<file path="src/ssc_pkg.sv">
`default_nettype none
package ssc_pkg;

    // Coordinate format: signed Q11.8 in CW bits.
    localparam int CW       = 20;
    localparam int RW       = CW - 1;        // unscaled and scaled radius
    localparam int SCW      = 16;            // one scale component, Q8.8
    localparam int SCALE_FB = 8;
    localparam int OFFW     = 3 * CW;        // packed vector
    localparam int SCLW     = 3 * SCW;       // packed scale
    localparam int CENW     = CW + 1;        // world center
    localparam int MW       = CW + 2;        // full magnitude of a center difference
    localparam int SQW      = 2 * CW;        // squared distance on a hit
    localparam int REMW     = CW + 2;        // square root partial remainder
    localparam int DISTW    = CW + 1;        // rounded distance
    localparam int NFB      = 14;            // normal fraction bits
    localparam int NW       = 16;            // normal width
    localparam int QW       = NFB + 1;       // normal magnitude quotient bits
    localparam int NUMW     = CW + NFB + 1;  // dividend of the normal
    localparam int PRW      = QW + RW;       // normal times radius
    localparam int OAW      = PRW + 1 - NFB; // rounded offset magnitude
    localparam int EW       = CW + 3;        // deep point before saturation

    localparam logic [RW-1:0] RMAX = {RW{1'b1}};

    typedef struct packed {
        logic [OFFW-1:0] a_offset;
        logic [OFFW-1:0] a_position;
        logic [SCLW-1:0] a_scale;
        logic [RW-1:0]   radius_a;
        logic [OFFW-1:0] b_offset;
        logic [OFFW-1:0] b_position;
        logic [SCLW-1:0] b_scale;
        logic [RW-1:0]   radius_b;
    } pair_t;

    typedef struct packed {
        logic                 hit;
        logic signed [CW-1:0] deep_a_x;
        logic signed [CW-1:0] deep_a_y;
        logic signed [CW-1:0] deep_a_z;
        logic signed [CW-1:0] deep_b_x;
        logic signed [CW-1:0] deep_b_y;
        logic signed [CW-1:0] deep_b_z;
        logic signed [NW-1:0] normal_x;
        logic signed [NW-1:0] normal_y;
        logic signed [NW-1:0] normal_z;
        logic [CW-1:0]        penetration;
    } contact_t;

    // Per-pair context that travels alongside the arithmetic cells.
    typedef struct packed {
        logic                      hit;
        logic [2:0][CENW-1:0]      ac;
        logic [2:0][CENW-1:0]      bc;
        logic [2:0]                dneg;
        logic [2:0][CW-1:0]        mag;
        logic [RW-1:0]             ra;
        logic [RW-1:0]             rb;
        logic [CW-1:0]             rsum;
    } ctx_t;

    function automatic logic signed [CW-1:0] sat_coord(input logic signed [EW-1:0] v);
        logic signed [EW-1:0] hi;
        logic signed [EW-1:0] lo;
        hi = EW'((1 << (CW - 1)) - 1);
        lo = -hi - EW'(1);
        if (v > hi) begin
            return hi[CW-1:0];
        end
        if (v < lo) begin
            return lo[CW-1:0];
        end
        return v[CW-1:0];
    endfunction

endpackage
`default_nettype wire

</file>
<file path="src/ssc_div_cell.sv">
`default_nettype none
// One quotient bit of a restoring division, for all three normal lanes.
module ssc_div_cell (
    input  logic                                clk,
    input  logic                                rst_n,
    input  logic                                en,
    input  logic                                v_in,
    input  ssc_pkg::ctx_t                       ctx_in,
    input  logic [ssc_pkg::DISTW-1:0]           den_in,
    input  logic [2:0][ssc_pkg::DISTW-1:0]      rem_in,
    input  logic [2:0][ssc_pkg::QW-1:0]         num_in,
    input  logic [2:0][ssc_pkg::QW-1:0]         q_in,
    output logic                                v_out,
    output ssc_pkg::ctx_t                       ctx_out,
    output logic [ssc_pkg::DISTW-1:0]           den_out,
    output logic [2:0][ssc_pkg::DISTW-1:0]      rem_out,
    output logic [2:0][ssc_pkg::QW-1:0]         num_out,
    output logic [2:0][ssc_pkg::QW-1:0]         q_out
);
    logic                                v_reg;
    ssc_pkg::ctx_t                       ctx_reg;
    logic [ssc_pkg::DISTW-1:0]           den_reg;
    logic [2:0][ssc_pkg::DISTW-1:0]      rem_reg, rem_next;
    logic [2:0][ssc_pkg::QW-1:0]         num_reg, num_next, q_reg, q_next;
    logic [2:0][ssc_pkg::DISTW:0]        t;

    always_comb
    begin
        for (int k = 0; k < 3; k++)
        begin
            t[k]        = {rem_in[k], num_in[k][ssc_pkg::QW-1]};
            num_next[k] = {num_in[k][ssc_pkg::QW-2:0], 1'b0};
            if (t[k] >= {1'b0, den_in})
            begin
                rem_next[k] = ssc_pkg::DISTW'(t[k] - {1'b0, den_in});
                q_next[k]   = {q_in[k][ssc_pkg::QW-2:0], 1'b1};
            end
            else
            begin
                rem_next[k] = t[k][ssc_pkg::DISTW-1:0];
                q_next[k]   = {q_in[k][ssc_pkg::QW-2:0], 1'b0};
            end
        end
    end

    always_ff @(posedge clk or negedge rst_n)
    begin
        if (!rst_n)
        begin
            v_reg <= 1'b0;
        end
        else if (en)
        begin
            v_reg <= v_in;
        end
    end

    always_ff @(posedge clk)
    begin
        if (en)
        begin
            ctx_reg <= ctx_in;
            den_reg <= den_in;
            rem_reg <= rem_next;
            num_reg <= num_next;
            q_reg   <= q_next;
        end
    end

    assign v_out   = v_reg;
    assign ctx_out = ctx_reg;
    assign den_out = den_reg;
    assign rem_out = rem_reg;
    assign num_out = num_reg;
    assign q_out   = q_reg;
endmodule
`default_nettype wire

</file>
<file path="config.mk">
export PLATFORM = sky130hd
export DESIGN_NAME = ssc_div_cell
export DESIGN_NICKNAME = d
export VERILOG_FILES = /design/src/ssc_pkg.sv /design/src/ssc_div_cell.sv
export SDC_FILE = /design/constraint.sdc
export NUM_CORES = 1
export LEC_CHECK = 0
export BUFFER_PORTS_ARGS = -buffer_cell sky130_fd_sc_hd__buf_2
export CAP_MARGIN = 5
export CORE_AREA = 8 8 322 324
export DETAILED_ROUTE_END_ITERATION = 16
export DIE_AREA = 0 0 330 332
export REMOVE_ABC_BUFFERS = 1
export SLEW_MARGIN = 20
export SYNTH_ARGS = -nofsm -noshare
export SYNTH_HDL_FRONTEND = slang
export SYNTH_SLANG_ARGS = --single-unit
export TNS_END_PERCENT = 30
</file>
<file path="constraint.sdc">
create_clock -name clk -period 0.8 [get_ports clk]
set_input_delay 0.04 -clock clk [delete_from_list [all_inputs] [get_ports clk]]
set_output_delay 0.04 -clock clk [all_outputs]
set_load 0.05 [all_outputs]
</file>
==> results.ini <==
[outcome]
outcome = finished with violations
violations = negative hold slack, negative setup slack

[worst_setup_path]
crit_required_ns = 1.17
crit_path_max_fanout = 6
r2r-start = v_out$_DFFE_PN0P_
worst_r2r_endpoint = v_out$_DFFE_PN0P_
rrSetupSlack_ns = 0.03
worstRegToRegCells = 1
cp-end-kind = register
path_class = in -> reg
startpoint_type = input port
worstPathArrival_ns = 2.36

[die]
ioPinCount = 849
initial_core_util = 0.171
die_w_um = 330
rows = 116
core_sq_um = 99000
fp.dieArea_sq_um = 110000
die_height_um = 332

[final_layout]
mostFrequentLayoutCells = buf_2, dlygate4sd3_1, edfxtp_1, buf_4, buf_6
layout.cells.non_filler = 4005
layout-drive-gt1-share = 0.537
num-nets-final = 3138
areaGrowthSynthToFinish_pct = 104
final_common_cell = buf_2

[synth]
syn_inst = 1028
syn-cell-area_sq_um = 16900
synth_warnings = 0
synth_edf_count = 419
synth.distinct_cells = 77
synth_flop_cell = edfxtp_1
synthTopCellsByArea = edfxtp_1, ha_1, mux2_4
yosysTopAreaCell = edfxtp_1
synth_top_area_frac = 0.744
avgSynthCellArea_sq_um = 16.5
ys_seq_elements = 420
seq_area_frac_synth = 0.745
synthArstFlopShare = 0.00238

[sta]
whs_ns = -0.354
rsz0062_at_grt = yes
layout_min_cycle_time_ns = 1.99
slew_headroom = 0.524
setup_viol = 647
drv_slew = 0
final-hold-violation-count = 5
timing.fmax_mhz = 503
worst_slew_pin_slew_ns = 0.712
fin_ws_ns = -1.19
skew_ns = 0
fin_crit_sh = 2.48

[power]
power.switching_mw = 24.6
cellLeakagePower_nw = 14.6
swShare = 0.329
power_density_nw_per_um2 = 2170
power_frac_comb = 0.303
ir_worst_vdd_mv = 1.73
p_int_mw = 50.2
pwr-share-seq = 0.371
clkPwrFrac = 0.326

[worst_hold_path]
min_from = den_in[0]
hold_depth = 1
holdPathEnd = den_out[0]$_DFFE_PP_
hp-class = in -> reg

[clock_tree]
h-tree-depth = 2
cts_max_path_buffers = 3
cts_tree = yes
clk_pin_slew_ns = 0.07
cts_sinks = 420
cts_made_buffers = 51
cts-root-buf = clkbuf_16
clock_latency_ns = 0.61

[route]
postRouteAntennaNets = 0
drtIter0Drc = 871
drc = 0
viasPerCell = 3.99
firstDrtPassIters = 5
wire_per_inst_um = 23.5
wl_um = 94300
vias = 16000

[global_routing]
antenna_found_initial = 42
grt_overflow_total = 0
grt_max_degree = 34
grt_pass1_vias = 17000
track_usage = 0.161
grt_pass1_wl_um = 126000

[place]
port_buffers = 842
dp_cells = 3413
pre_cts_ws_ns = -2.19
gp_congestion = 0.883
dp.final_hpwl_um = 70800

[job]
drv_cap = 0

sequential cells by signal, indices dropped and copies added (netlist names):
signal and count:
num_out 42, v_out 1, q_out 45, den_out 21
rem_out 63, ctx_out 248
per-layer routing:
| metal | GRT usage | share of wire | vias to the layer above |
|---|---|---|---|
| li1 | - | - | 7257 |
| met1 | 0.166 | 0.35 | 7799 |
| met2 | 0.294 | 0.52 | 711 |
| met3 | 0.0560 | 0.087 | 176 |
| met4 | 0.0654 | 0.043 | 30 |
| met5 | 0 | 0.0020 | - |
stage by stage:
stage	utilization	cell area [sq um]	setup TNS, ns	power [mW]
after global placement	0.260	25700	-154.48	46.0
after detailed placement	0.260	25700	-160.19	46.1
after CTS	0.341	33800	-356.92	75.0
after floorplan	-	16800	-119.05	37.8
after global routing	0.348	34500	-338.42	77.4
final	0.349	34500	-303.79	74.9
final cells by class:
cell class              instances  area, sq um
clock buffers                  57         1300
diodes                         20         50.0
multi-input cells             538         4940
inverters                      46          211
repair inverters                3         56.3
repair buffers               1586        13300
flip-flops and latches        420        12600
fillers                      9431        64500
clock inverters                37          439
well taps                    1298         1620
cell usage after synthesis, drive strengths merged, types with 12 or more instances:
cell,count
edfxtp,419
a21oi,67
ha,63
nand2,60
o21ai,48
inv,46
nor2,45
xnor2,23
mux2,22
a21o,20
buf,19
xor2,19
nand4,13
nand3,12
worst max-delay path, cell delays in order:
cell and delay [ns]:
buf_8 0.08, clkinvlp_4 0.14, buf_4 0.18, buf_6 0.11
fa_2 0.35, a21oi_2 0.17, o211a_4 0.21, or3b_4 0.14
a21oi_4 0.06, a41oi_4 0.34, buf_8 0.21, mux2_4 0.31
power groups by stage:
stage	clock (mW)	sequential, mW	combinational [mW]
floorplan	0	34.6	3.16
global placement	0	27.9	18.1
detailed placement	0	27.9	18.2
CTS	25.2	27.7	22.1
global route	25.9	27.9	23.6
finish	24.4	27.8	22.7
how the worst max path moves through the flow:
| stage | start | end | slack [ns] | depth (start not counted) |
|---|---|---|---|---|
| after global placement | den_in[15] | rem_out[41]$_DFFE_PP_ | -2.11 | 11 |
| final | den_in[1] | rem_out[1]$_DFFE_PP_ | -1.19 | 12 |
| after detailed placement | den_in[15] | rem_out[41]$_DFFE_PP_ | -2.19 | 11 |
| after CTS | den_in[1] | rem_out[59]$_DFFE_PP_ | -1.12 | 11 |
| after floorplan | den_in[8] | rem_out[1]$_DFFE_PP_ | -2.08 | 8 |
| after global routing | den_in[1] | rem_out[11]$_DFFE_PP_ | -1.17 | 14 |
cell families (layout without fill, tap and decap cells):
family,count (synthesis),in the layout,share of synthesized area
other,1,23,0.000222
AOI/OAI and AO/OA,210,210,0.0854
muxes,28,28,0.0222
and+or+nand+nor,189,189,0.0547
buffers and inverters,72,1729,0.0206
DFF,420,420,0.745
xor gates and xnor gates,42,42,0.0217
adders and majority gates,66,66,0.0501
what timing repair did:
item / in CTS / in global routing
buffers inserted: 35 / 14
gates resized for setup: 454 / 229
pin swaps: 80 / 41
endpoints found under the setup margin: 486 / 686
hold buffers: 430 / 3
gates cloned: 5 / 0
endpoints found under the hold margin: 544 / 8
No activity file was read; power rests on OpenSTA's default activity.
